## src/mvc_mul.sv

```systemverilog
// mvc_mul: shared signed multiplier with registered product
// depends on nothing
module mvc_mul (
    input  logic               i_clk,
    input  logic signed [35:0] i_a,
    input  logic signed [17:0] i_b,
    output logic signed [53:0] o_p
);
    logic signed [53:0] r_p;

    always_ff @(posedge i_clk) begin
        r_p <= i_a * i_b;
    end

    assign o_p = r_p;

endmodule

```

## config.mk

```make
export PLATFORM = sky130hd
export DESIGN_NAME = mvc_mul
export DESIGN_NICKNAME = d
export VERILOG_FILES = /design/src/mvc_mul.sv
export SDC_FILE = /design/constraint.sdc
export NUM_CORES = 2
export LEC_CHECK = 0
export ABC_CLOCK_PERIOD_IN_PS = 10060
export BUFFER_PORTS_ARGS = -buffer_cell sky130_fd_sc_hd__buf_2
export CORE_UTILIZATION = 40
export CTS_CLUSTER_DIAMETER = 40
export CTS_CLUSTER_SIZE = 25
export DETAILED_ROUTE_END_ITERATION = 10
export GPL_TIMING_DRIVEN = 0
export HOLD_SLACK_MARGIN = 0.15
export PLACE_DENSITY = 0.52
export SKIP_CTS_REPAIR_TIMING = 1
export SYNTH_ARGS = -nofsm -noshare
export SYNTH_HDL_FRONTEND = slang
export SYNTH_SLANG_ARGS = --single-unit
```

## constraint.sdc

```tcl
create_clock -name i_clk -period 10.06 [get_ports i_clk]
set_clock_uncertainty 0.2 [all_clocks]
set_input_delay 2.012 -clock i_clk [delete_from_list [all_inputs] [get_ports i_clk]]
set_output_delay 2.012 -clock i_clk [all_outputs]
set_load 0.03 [all_outputs]
```

==> metrics.md <==
| Metric | Value |
|---|---|
| WP buf/inv | 5 |
| # fillers | 5945 |
| Tot GR Track Use | 25.1% |
| Die Wd | 244 um |
| Detailed-route via count | 17042 |
| Commonest non-fill, non-tap cell in the layout | inv_1 |
| TritonCTS Buffers | 5 |
| Max reg flops | 54 |
| Final period util | 95.3% |
| Final cell utilization of the core | between 40% and 50% |
| Critical Path End Type | flop |
| Multi-input logic area | 19200 sq um |
| Root buf cell | clkbuf_16 |
| Count of pins over their slew limit | 0 |
| Vias in the first global route | between 15000 and 20000 |
| Drt pass-1 iters | 5 |
| Min-delay worst type | in -> reg |
| Finish-stage setup viols | 0 |
| Initial antenna violation count | 3 |
| Clock-pin slew on the worst setup and hold paths | 70 ps |
| Syn avg cell area | 8.99 sq um |
| FMAX | 104 MHz |
| Synthesized flop and latch total | 54 |
| Status | finished, final reports clean |
| Port Buffer Count | 83 |
| Row count | 88 |
| Max-Cap Viols | 0 |
| Die area | ~59000 sq um |
| Post-synth EDFFs | 0 |
| Net Count, Synth | 3402 |
| Final nets | 3492 |
| Detailed placer's ending HPWL | 60000 um |
| H-tree depth | 2 |
| Total Wirelength | between 70000 and 80000 um |
| Critical Path AT | between 9000 and 10000 ps |
| Synth warn | 0 |
| Synthesis-to-layout area growth | 6.49% |
| Req. time, crit path | 10090 ps |
| Slew @ Worst Pin | 1210 ps |
| Busiest grt layer | met2 |
| Yosys cell types | 57 |
| Setup TNS | 0 ps |
| First-pass GRT wire length | around 110000 um |
| Asr flop ratio synth | 0% |
| Largest net degree at the start of global routing | 15 |
| Worst rel slew slack | between 10% and 20% |
| Commonest non-fill, non-tap cells in the layout | inv_1 (693), fa_1 (617), nand2_1 (386), and2_1 (258), ha_1 (129) |
| Most common cell on crit path | fa_1 |
| Delay of the slowest critical-path stage | 950 ps |
| Drt via density | around 4.9 |
| CTS tree | built |
| Worst-path fanout max | 10 |
| FF+latch area | 1080 sq um |
| Met3 usage | 3.84% |
| Met2 Resource Use GR | 42.2% |
| Clock Path Buffers | 2 |
| Met1 global-route usage | 34.0% |
| Clock sink count | 54 |
| Seq/Total Area, Yosys | under 10% |
| Initial DRC Count | 852 |
| Unrepaired setup endpoints after global routing | no |
| Ports | 109 |
| Final hold vios | 0 |
| Cells after Synth | 2601 |
| Post-layout min period | 9590 ps |
| Total gr overflow | 0 |
| Initial Util | between 40 and 50% |
| Critical path startpoint category | primary input |
| Syn Std Cell Area | ~23000 sq um |
| Top delay family on crit path | adder cells |
| DRC | 0 |
| CP max-delay cell | clkbuf_1 |
| Final RePlAce weighted congestion | ~0.94 |
| Wire per inst | 20.4 um |
| Die Y | 244 um |
| Crit path cell chain | clkbuf_1 > clkbuf_1 > nand2_1 > fa_1 > fa_1 > fa_1 > inv_1 > fa_1 > fa_1 > inv_1 > fa_1 > inv_1 > ha_1 > and3_1 > and4_1 > nand4_1 > o21ai_1 > a221oi_2 > a21bo_2 > and2_1 > a311oi_1 |
| Critical path type | in -> reg |
| Layout cells sized above 1 | 3.94% |
| Top_reg_cell synth | dfxtp_1 |
| Core area | 57700 sq um |
| ANT nets after route | 0 |
[layout make-up]
cell class	instances	area share, %
Antenna cell	1	0.0101
Buffer	129	1.96
Clock buffer	7	0.533
Inverter	693	10.5
Multi-Input combinational cell	1725	77.2
Sequential cell	54	4.34
Tap cell	765	3.85
Timing Repair Buffer	83	1.67
[cells in the mapped netlist, types with 2 or more instances]
master	instances	area [sq um]
nand3_1	13	65.1
o21ai_2	2	17.5
a41oi_1	2	17.5
nand4_1	10	62.6
o211ai_1	4	30.0
a211oi_2	2	25.0
fa_1	617	12400
o21ai_0	22	110
a21oi_1	43	215
nand2_1	386	1450
inv_1	693	2600
nand2b_1	12	75.1
a31oi_1	4	25.0
a311oi_1	3	26.3
nor3_1	6	30.0
o21bai_1	7	52.6
o21a_1	5	37.5
a21o_1	26	195
buf_2	3	15.0
nor2_1	61	229
nor2b_1	8	50.1
clkbuf_1	126	473
xnor2_1	40	350
or3b_2	2	17.5
a211o_1	5	43.8
or3_1	2	12.5
ha_1	129	1610
a211oi_1	11	82.6
xor2_1	11	96.3
and4_1	3	26.3
o21ai_1	3	15.0
and3_1	5	31.3
dfxtp_1	54	1080
and2_1	258	1610
[cell families after synthesis]
| family | synth area share [%] |
|---|---|
| buffers and inverters | 13.2 |
| and+or+nand+nor | 16.0 |
| adders and majority gates | 59.8 |
| AOI/OAI and AO/OA | 4.44 |
| DFF | 4.63 |
| xor gates and xnor gates | 1.91 |
| muxes | 0.0482 |
[metrics by stage]
step | setup WS (ps) | cells | cell area, sq um | hold WS, ps
finish | 469 | 3457 | 24900 | 1830
global route | 79.8 | 3456 | 24900 | 1850
CTS | 424 | 3456 | 24900 | 1840
detailed placement | 62.2 | 3449 | 24700 | 2190
global placement | 93.2 | 3449 | 24700 | 2180
floorplan | 2060 | 2601 | 23400 | 1940
[final timing paths]
kind	from	to	slack, ps	cells after the start
setup / recovery	i_b[4]	o_p[49]	470	21
hold / removal	i_a[0]	o_p[0]	1830	2
[layer usage]
metal	vias to the layer above	routed length, um	part of all wire [%]
li1	7595	-	-
met1	8889	31100	44
met2	473	33900	48
met3	85	3970	5.6
met4	0	1510	2.1
met5	-	0	0
Power is left out: the tool's default activity adds up to more than one toggle a clock period on the data nets, which glitch-free logic cannot reach.
