## config.mk

```make
export PLATFORM = sky130hd
export DESIGN_NAME = mvc_div
export DESIGN_NICKNAME = d
export VERILOG_FILES = /design/src/mvc_pkg.sv /design/src/mvc_div.sv
export SDC_FILE = /design/constraint.sdc
export NUM_CORES = 1
export LEC_CHECK = 0
export ABC_AREA = 1
export BUFFER_PORTS_ARGS = -buffer_cell sky130_fd_sc_hd__buf_4
export CAP_MARGIN = 40
export CORE_UTILIZATION = 36
export CTS_CLUSTER_SIZE = 12
export DETAILED_ROUTE_END_ITERATION = 10
export GPL_TIMING_DRIVEN = 0
export PLACE_DENSITY_LB_ADDON = 0.2
export SETUP_SLACK_MARGIN = 0.02
export SYNTH_ARGS = -nofsm -noshare
export SYNTH_HDL_FRONTEND = slang
export SYNTH_SLANG_ARGS = --single-unit
```

## constraint.sdc

```tcl
create_clock -name i_clk -period 4.6 [get_ports i_clk]
set_input_delay 0.92 -clock i_clk [delete_from_list [all_inputs] [get_ports i_clk]]
set_output_delay 0.92 -clock i_clk [all_outputs]
set_load 0.05 [all_outputs]
```

## src/mvc_pkg.sv

```systemverilog
// mvc_pkg: types, register indexes and constants of the multi-voice chorus
// depends on nothing; used by the interfaces, mvc_div, the core and the testbench
package mvc_pkg;

    typedef logic signed [15:0] t_sample;
    typedef logic [2:0]         t_cfg_idx;
    typedef logic [63:0]        t_cfg_data;

    // configuration register indexes
    localparam t_cfg_idx REG_IN_GAIN  = 3'd0;
    localparam t_cfg_idx REG_OUT_GAIN = 3'd1;
    localparam t_cfg_idx REG_VOICES   = 3'd2;
    localparam t_cfg_idx REG_DLY_LEN  = 3'd3;
    localparam t_cfg_idx REG_DECAYS   = 3'd4;
    localparam t_cfg_idx REG_DEPTHS   = 3'd5;
    localparam t_cfg_idx REG_LFO_LENS = 3'd6;

    // register reset values
    localparam logic [15:0] RST_GAIN     = 16'd13107;
    localparam logic [2:0]  RST_VOICES   = 3'd1;
    localparam logic [12:0] RST_DLY_LEN  = 13'd1024;
    localparam logic [63:0] RST_LFO_LENS = 64'h0001_0001_0001_0001;

    // sine polynomial coefficients, q15 domain
    localparam logic [15:0] SIN_A = 16'd51472;
    localparam logic [15:0] SIN_B = 16'd21024;
    localparam logic [17:0] SIN_C = 18'd2320;

    // request to the shared divider
    typedef struct packed {
        logic        start;
        logic [15:0] rem_init;
        logic [15:0] bits;
        logic [4:0]  count;
        logic [15:0] divisor;
    } t_div_req;

endpackage

```

## src/mvc_div.sv

```systemverilog
// mvc_div: restoring divider, one quotient bit per cycle
// depends on mvc_pkg for the request struct
module mvc_div (
    input  logic              i_clk,
    input  logic              i_rst_n,
    input  mvc_pkg::t_div_req i_req,
    output logic              o_busy,
    output logic [15:0]       o_quot,
    output logic [15:0]       o_rem
);
    import mvc_pkg::*;

    logic [4:0]  r_cnt;
    logic [15:0] r_rem;
    logic [15:0] r_bits;
    logic [15:0] r_quot;
    logic [16:0] shifted;
    logic        fits;

    assign shifted = {r_rem, r_bits[15]};
    assign fits    = shifted >= {1'b0, i_req.divisor};

    always_ff @(posedge i_clk) begin
        if (!i_rst_n) begin
            r_cnt <= 5'd0;
        end else if (i_req.start) begin
            r_cnt <= i_req.count;
        end else if (r_cnt != 5'd0) begin
            r_cnt <= r_cnt - 5'd1;
        end
    end

    always_ff @(posedge i_clk) begin
        if (i_req.start) begin
            r_rem  <= i_req.rem_init;
            r_bits <= i_req.bits;
            r_quot <= 16'd0;
        end else if (r_cnt != 5'd0) begin
            r_rem  <= fits ? 16'(shifted - {1'b0, i_req.divisor}) : shifted[15:0];
            r_bits <= {r_bits[14:0], 1'b0};
            r_quot <= {r_quot[14:0], fits};
        end
    end

    assign o_busy = r_cnt != 5'd0;
    assign o_quot = r_quot;
    assign o_rem  = r_rem;

endmodule

```

==> results.toml, run 1 <==
[worst_setup_path]
r2r_start = "r_bits[15]"
crit_path_max_incr_delay_ns = 0.73
rrSetupSlack_ns = 2.30
rr_worst_depth = 11
cp_slowest_cell = "buf_2"
reg2reg_to = "o_rem[8]"
cp-start-kind = "input port"
crit_required_ns = 4.53
end_kind = "flip-flop"
crit_fanout = 41
criticalPathCategory = "input port to flip-flop"
arrival_ns = 2.53
cp_cell_sequence = "buf_4 > clkbuf_1 > nor2_1 > inv_1 > buf_2"

[cts]
numClockSinks = 53
cts_resized = 0
cts_tree = "built"
clock_path_buffers = 2
hold_buffers = 0
cts-buffers-inserted = 5
cts.clk_slew.worst_paths_ns = 0.09
root_buffer = "clkbuf_8"
post_cts_buffers = 0
clk_latency_ns = 0.30
htreeDepth = 2

[detailed_routing]
remaining_drc_errors = 0
wl_per_cell_microns = 12.0
drt_iter0_drc = 95
viasPerCell = 4.50
ant_nets = 0
firstDrtPassIters = 4
wirelength_microns = 8560
vias = 3223

[floorplanning]
initial_core_util = 0.376
dieArea_sq_mm = 0.0102
boundaryPins = 89
coreArea_sq_mm = 0.00937
dieWidth_microns = 101
rows = 35
die_height_microns = 101

[grt]
grt_first_pass_wirelength_microns = 14400
grt_max_degree = 42
overflow = 0
grt_pass1_vias = 3248
antenna_found_initial = 0
grt_usage = 0.176

[yosys]
synth_edf_count = 32
yosys-top-cells-area = "edfxtp_1 27%, nand2_1 19%, dfxtp_1 12%, inv_1 9.5%, ha_1 6.4%"
ys.flop_type = "edfxtp_1"
synth_top_area_share = 0.273
yosysSeqAreaShare = 0.392
netlist_area_sq_mm = 0.00352
syn_nets = 566
synthArstFlopShare = 0
ys_warn_count = 0
ys_types = 33
synth.most_common_cell = "nand2_1"
synth_top_area_cell = "edfxtp_1"
synthCells = 491
synth-seq-cells = 53
syn_avg_cell_area_sq_um = 7.17
synth_common_cells = "182 x nand2_1, 89 x inv_1, 37 x nand3_1, 32 x edfxtp_1, 21 x dfxtp_1"

[sta]
period_needed_ns = 2.60
setup_slack_ns = 2.00
setup_viol = 0
rsz0062_at_grt = "false"
tightest_slew_ns = 0.883
holdWs_ns = 0.496
hold_viol = 0
drv_slew = 0
slew_headroom = 0.411
finClkSkew_ns = 0.00516
fin_crit_sh = 0.565
fmax_ghz = 0.385
fin_tns_setup_ns = 0

[hold_path]
holdPathEnd = "r_cnt[1]"
min_path_cells = 2
worst_hold_path_type = "flip-flop to flip-flop"
hp-start = "r_cnt[1]"

[layout]
utilization = 0.475
syn_to_final_growth_pct = 26.4
num_antenna_cells = 0
final_nets = 661
drive_gt1_frac = 0.210

[place]
gp_congestion = 0.852
dpl.hpwl_microns = 6960
io_buffer_count = 88
dp_slack_ns = 1.61

[status]
outcome = "complete, no violations"

[power_and_ir_drop]
peakVddDrop_uv = 216
p_leak_nw = 2.33
power.density_mw_per_mm2 = 537

[job]
cap_violations = 0
==> cells in the final DEF, fill, tap and decap left out, types with 4 or more instances in the layout <==
cell and n:
nor2_2 5, edfxtp_1 32, nand4_1 4, clkbuf_1 4, o22ai_1 14, nand3_1 37
inv_1 89, nand2_2 7, ha_1 18, nor2_1 14, buf_4 89, buf_2 5
clkbuf_8 5, o21ai_0 5, dfxtp_1 21, xnor2_1 6, nand2_1 182, nor3_1 4
a21oi_1 12, nand3b_1 12
==> stage by stage <==
step / instance area, sq um / total power (W) / std cells
after floorplan: 3520 / 0.00174 / 491
after global placement: 4340 / 0.00209 / 708
after detailed placement: 4340 / 0.00210 / 708
after CTS: 4450 / 0.00241 / 716
after global routing: 4450 / 0.00258 / 716
final: 4450 / 0.00239 / 716
==> registers in the layout, indices dropped and copies added, names as in the netlist <==
register and count:
o_rem 16, r_bits 16, r_cnt 5, o_quot 16
==> layer usage <==
layer	vias up	part of all wire	track usage
met1	1418	0.47	0.231
met5	-	0	0
met2	69	0.46	0.299
li1	1729	-	-
met4	0	0.0086	0.0379
met3	7	0.056	0.0361
==> area by class of cell <==
type                    instances  area [sq um]
fillers                       986          4920
well taps                     129           161
inverters                      91           342
repair buffers                 88           661
flip-flops and latches         53          1380
multi-input cells             335          1740
clock buffers                   6          93.8
clock inverters                 2          15.0
plain buffers                  12          62.6
==> worst max path at each step <==
stage,startpoint,endpoint,slack [ns],cells past startpoint
4_1_cts,i_req[53],o_rem[12],1.95,5
3_3_place_gp,i_req[53],r_bits[5],1.66,5
2_1_floorplan,i_req[0],o_rem[8],2.13,10
3_5_place_dp,i_req[53],o_rem[12],1.61,5
6_report,i_req[53],r_bits[1],2.00,5
5_1_grt,i_req[53],o_rem[12],1.79,5
==> where the power goes <==
| group | switching, W | internal [W] | total (W) |
|---|---|---|---|
| clock network | 0.000156 | 0.000142 | 0.000297 |
| logic | 0.000900 | 0.000481 | 0.00138 |
| registers | 0.0000817 | 0.000632 | 0.000714 |
| total | 0.00114 | 0.00125 | 0.00239 |
==> logic make-up after synthesis <==
kind of cell             Yosys count  share of synthesized area
adder cells (fa/ha/maj)           19                     0.0696
AND/OR/NAND/NOR                  274                      0.348
XOR/XNOR                           8                     0.0199
flip-flops                        53                      0.392
buffers and inverters            103                      0.115
AO/OA/AOI/OAI                     34                     0.0558
==> worst max-delay path: cells and delay by family <==
family	cells	cell delay (ns)
AND/OR/NAND/NOR	1	0.21
buffers and inverters	4	1.38
Power figures use the tool's default switching activity.
==> run 2: changes to the inputs <==
==> constraint.sdc (replaced) <==
create_clock -name i_clk -period 2.2 [get_ports i_clk]
set_input_delay 0.44 -clock i_clk [delete_from_list [all_inputs] [get_ports i_clk]]
set_output_delay 0.44 -clock i_clk [all_outputs]
set_load 0.05 [all_outputs]
==> run 2 against run 1 <==
Compared with the run above:
- clock skew decreased by 0.0017 ns
- non-clock buffer count increased by 24
- clock-buffer cell count decreased by 1
- final area increased by 10%
- final cell count increased by 3.4%
- total power increased by 130%
- worst setup slack got worse by 1.9 ns
- register-to-register slack got worse by 2.2 ns
- critical path depth increased by 7
- via count increased by 4.9%
- utilization increased by 4.8 points
- sequential share of layout area decreased by 2.9 points
==> results.toml, run 2 (synthesis results as in run 1) <==
[layout]
final_nets = 685
mostFrequentLayoutCells = "171 x nand2_1, 112 x buf_4, 87 x inv_1, 33 x nand3_1, 32 x edfxtp_1"
final_common_cell = "nand2_1"
drive_gt1_frac = 0.298
syn_to_final_growth_pct = 39.3
num_antenna_cells = 0

[cts]
clock_path_buffers = 2
hold_buffers = 0
root_buffer = "clkbuf_8"
cts-buffers-inserted = 5
clk_latency_ns = 0.30
cts_tree = "built"
htreeDepth = 2
numClockSinks = 53
cts.clk_slew.worst_paths_ns = 0.09

[detailed_routing]
drt_iter0_drc = 110
viasPerCell = 4.57
vias = 3380
ant_nets = 0
firstDrtPassIters = 4
wirelength_microns = 9290
wl_per_cell_microns = 12.5
remaining_drc_errors = 0

[sta]
drv_slew = 0
setup_viol = 0
slew_headroom = 0.656
tightest_slew_ns = 0.516
period_needed_ns = 2.06
rsz0062_at_grt = "true"
finClkSkew_ns = 0.00341
fin_tns_setup_ns = 0
holdWs_ns = 0.385
fin_crit_sh = 0.938
hold_viol = 0
fmax_ghz = 0.484

[grt]
grt_usage = 0.184
antenna_found_initial = 0
grt_pass1_vias = 3188
grt_max_degree = 42
grt_first_pass_wirelength_microns = 14600
overflow = 0

[worst_setup_path]
arrival_ns = 2.12
cp-start-kind = "flip-flop"
crit_fanout = 4
crit_required_ns = 2.26
end_kind = "flip-flop"
criticalPathCategory = "flip-flop to flip-flop"

[place]
io_buffer_count = 88
dpl.hpwl_microns = 7160
gp_congestion = 0.860

[floorplanning]
coreArea_sq_mm = 0.00937
dieArea_sq_mm = 0.0102
rows = 35
dieWidth_microns = 101
initial_core_util = 0.376
die_height_microns = 101
boundaryPins = 89

[power_and_ir_drop]
p_leak_nw = 2.48
peakVddDrop_uv = 511
power.density_mw_per_mm2 = 1140

[status]
outcome = "complete, no violations"

[job]
cap_violations = 0

[hold_path]
worst_hold_path_type = "input port to flip-flop"
-- run 2: changes by cell type in the layout (fill, tap and decap cells not counted), sizes merged --
cell	previous run	this run
clkbuf	10	9
clkinv	2	3
buf	96	120
-- run 2: cell type report --
| type | instances | area, sq um |
|---|---|---|
| Inverter | 91 | 342 |
| Fill cell | 953 | 4470 |
| Clock buffer | 5 | 68.8 |
| Sequential cell | 53 | 1380 |
| Multi-Input combinational cell | 335 | 2010 |
| Clock inverter | 3 | 16.3 |
| Timing Repair Buffer | 112 | 845 |
| Buffer | 12 | 82.6 |
| Tap cell | 129 | 161 |
-- run 2: timing repair --
item | in CTS | in global routing
pin swaps | 1 | 15
setup buffers | 3 | 21
endpoints found under the setup margin | 8 | 15
endpoints found under the hold margin | 0 | 0
gates resized for setup | 3 | 48
-- run 2: report_power, final --
| group | switching, W | internal, W | leakage, nW |
|---|---|---|---|
| clock network | 0.000313 | 0.000221 | 0.0482 |
| registers | 0.000215 | 0.00132 | 0.510 |
| logic | 0.00209 | 0.00145 | 1.92 |
-- run 2: through the flow --
step                      power, W  std cells   util  area [sq um]  setup slack [ns]
after floorplan            0.00370        491      -          3590            0.0223
after global placement     0.00447        708  0.470          4410            -0.168
after detailed placement   0.00450        708  0.470          4410            -0.188
after CTS                  0.00510        719  0.483          4530            0.0263
after global routing       0.00602        740  0.523          4900           0.00547
final                      0.00561        740  0.523          4900             0.136
-- run 2: routing by layer --
metal / vias to the layer above / global-route usage / part of all wire
met5: - / 0 / 0
met3: 10 / 0.0388 / 0.045
met4: 0 / 0.0457 / 0.015
met2: 68 / 0.337 / 0.50
met1: 1524 / 0.218 / 0.44
li1: 1778 / - / -
-- run 2: critical path, cell delays in order (launching register included) --
cell and delay (ns):
edfxtp_1 0.52, ha_4 0.32, nand2_2 0.11, nor2_4 0.05, nand2_1 0.11, nor2_4 0.06, nor2_4 0.22, buf_6 0.14
nand3_1 0.08, nand2_1 0.07, inv_1 0.04, nand2_1 0.05, nand2_1 0.05
-- run 2: path summary, 6_finish.rpt --
kind	slack, ns	from	endpoint	cells past startpoint
setup / recovery	0.14	o_rem[6]	o_rem[13]	12
hold / removal	0.39	i_req[19]	r_cnt[3]	3
setup reg to reg	0.14	o_rem[6]	o_rem[13]	12
hold reg to reg	0.48	o_quot[15]	o_quot[15]	2
==> run 3: changes to the inputs <==
--- a/config.mk
+++ b/config.mk
@@ -12,7 +12,9 @@
 export CTS_CLUSTER_SIZE = 12
 export DETAILED_ROUTE_END_ITERATION = 10
 export GPL_TIMING_DRIVEN = 0
+export MAX_ROUTING_LAYER = met4
 export PLACE_DENSITY_LB_ADDON = 0.2
+export REMOVE_ABC_BUFFERS = 1
 export SETUP_SLACK_MARGIN = 0.02
 export SYNTH_ARGS = -nofsm -noshare
 export SYNTH_HDL_FRONTEND = slang
==> run 3 against run 2 <==
Compared with the run above:
- non-clock buffer count is 15 lower
- combinational power is 2% lower
- wire length is 2.0% higher
- die area stayed put
- clock power is 16% higher
- via count is 1.7% higher
- critical path type unchanged
- critical endpoint is now o_rem[11]
- largest power group unchanged
==> results.toml, run 3 (synthesis results as in run 1) <==
[status]
outcome = "complete, no violations"

[grt]
grt_usage = 0.192
antenna_found_initial = 0
grt_max_degree = 40
grt_pass1_vias = 3358
overflow = 0
grt_first_pass_wirelength_microns = 15100

[worst_setup_path]
reg2reg_to = "o_rem[11]"
arrival_ns = 2.14
crit_path_max_incr_delay_ns = 0.46
criticalPathCategory = "flip-flop to flip-flop"
cp_cell_sequence = "ha_4 > nand2_2 > nor2_4 > inv_2 > nor3_4 > buf_4 > nand2_8 > nand2_4 > nand2_1 > nand3_1 > nand2_1"
end_kind = "flip-flop"
rrSetupSlack_ns = 0.14
rr_worst_depth = 11
crit_fanout = 6
cp_slowest_cell = "edfxtp_1"
r2r_start = "o_rem[8]"
cp-start-kind = "flip-flop"
crit_required_ns = 2.28
cp_common_cell = "nand2_1"

[sta]
setup_slack_ns = 0.140
holdWs_ns = 0.377
fmax_ghz = 0.486
finClkSkew_ns = 0.00533
period_needed_ns = 2.06
rsz0062_at_grt = "true"
setup_viol = 0
fin_crit_sh = 0.936
slew_headroom = 0.705
drv_slew = 0
tightest_slew_ns = 0.440
hold_viol = 0

[hold_path]
min_path_cells = 3
worst_hold_path_type = "input port to flip-flop"
hp-start = "i_req[18]"
holdPathEnd = "r_cnt[2]"

[place]
placed_area_sq_mm = 0.00433
place_inst = 698
gp_congestion = 0.831
dpl.hpwl_microns = 6560
dp_slack_ns = -0.287
io_buffer_count = 88

[detailed_routing]
wl_per_cell_microns = 13.0
wirelength_microns = 9470
ant_nets = 0
viasPerCell = 4.72
drt_iter0_drc = 123
firstDrtPassIters = 5
remaining_drc_errors = 0
vias = 3438

[floorplanning]
coreArea_sq_mm = 0.00937
boundaryPins = 89
rows = 35
die_height_microns = 101
initial_core_util = 0.376
dieWidth_microns = 101
dieArea_sq_mm = 0.0102

[layout]
final_nets = 674
stdcell_count = 729
utilization = 0.521
fin_area_sq_mm = 0.00489
mostFrequentLayoutCells = "175 x nand2_1, 106 x buf_4, 86 x inv_1, 35 x nand3_1, 32 x edfxtp_1"
drive_gt1_frac = 0.280
num_antenna_cells = 0
final_common_cell = "nand2_1"
syn_to_final_growth_pct = 38.7

[power_and_ir_drop]
power_frac_comb = 0.622
p_sw_frac = 0.469
peakVddDrop_uv = 613
power_frac_seq = 0.266
power.density_mw_per_mm2 = 1140
power.switching_w = 0.00262
internal-power_w = 0.00297
pwr-share-clk = 0.111
p_leak_nw = 2.44

[cts]
clock_path_buffers = 2
numClockSinks = 53
clk_latency_ns = 0.31
htreeDepth = 2
cts_tree = "built"
cts.clk_slew.worst_paths_ns = 0.11
root_buffer = "clkbuf_8"
cts-buffers-inserted = 5

[job]
cap_violations = 0
[run 3: cell count changes in the layout (fill, tap and decap cells not counted), sizes merged]
cell and delta:
buf -11, nand2 +4, clkinv -1, clkbuf -3
[run 3: final cells by class]
type / instances / area [sq um]
repair buffers: 109 / 863
flip-flops and latches: 53 / 1380
clock inverters: 2 / 17.5
fillers: 990 / 4490
well taps: 129 / 161
clock buffers: 6 / 82.6
multi-input cells: 339 / 2040
inverters: 91 / 342
[run 3: worst max path at each step]
stage / start / endpoint / slack (ns) / cells after the start
floorplan: r_cnt[0] / o_rem[0] / -0.23 / 5
global placement: i_req[53] / r_cnt[0] / -1.02 / 6
detailed placement: i_req[53] / r_cnt[0] / -0.29 / 6
CTS: o_rem[10] / o_rem[13] / 0.03 / 10
global route: r_bits[15] / o_rem[8] / 0.008 / 11
finish: o_rem[8] / o_rem[11] / 0.14 / 11
[run 3: power by group through the flow]
| stage | combinational (W) | sequential, W | clock, W |
|---|---|---|---|
| 4_1_cts | 0.00298 | 0.00147 | 0.000649 |
| 5_1_grt | 0.00383 | 0.00151 | 0.000673 |
| 3_5_place_dp | 0.00286 | 0.00148 | 0 |
| 3_3_place_gp | 0.00282 | 0.00147 | 0 |
| 6_report | 0.00348 | 0.00149 | 0.000622 |
| 2_1_floorplan | 0.00163 | 0.00194 | 0 |
[run 3: metal layers]
metal / GRT usage / up-vias / part of all wire
met5: - / - / 0
met1: 0.234 / 1597 / 0.46
met4: 0.0301 / 0 / 0.0053
met2: 0.336 / 70 / 0.50
met3: 0.0347 / 5 / 0.040
li1: - / 1766 / -
[run 3: stage by stage]
| step | power, W | TNS (ns) |
|---|---|---|
| 6_report | 0.00559 | 0 |
| 3_5_place_dp | 0.00434 | -4.72 |
| 2_1_floorplan | 0.00358 | -9.30 |
| 3_3_place_gp | 0.00430 | -41.81 |
| 5_1_grt | 0.00602 | 0 |
| 4_1_cts | 0.00510 | 0 |
[run 3: critical path: cells and delay by family (launching register included)]
kind | cells | cell delay [ns]
flip-flops | 1 | 0.46
adder cells (fa/ha/maj) | 1 | 0.33
AND/OR/NAND/NOR | 8 | 0.80
buffers and inverters | 2 | 0.23
[run 3: what timing repair did]
action | CTS | global route
gates cloned | 1 | 3
gates resized for setup | 5 | 37
buffers inserted | 2 | 17
hold buffers | 0 | 0
pin swaps | 2 | 12
setup endpoints to repair | 17 | 19
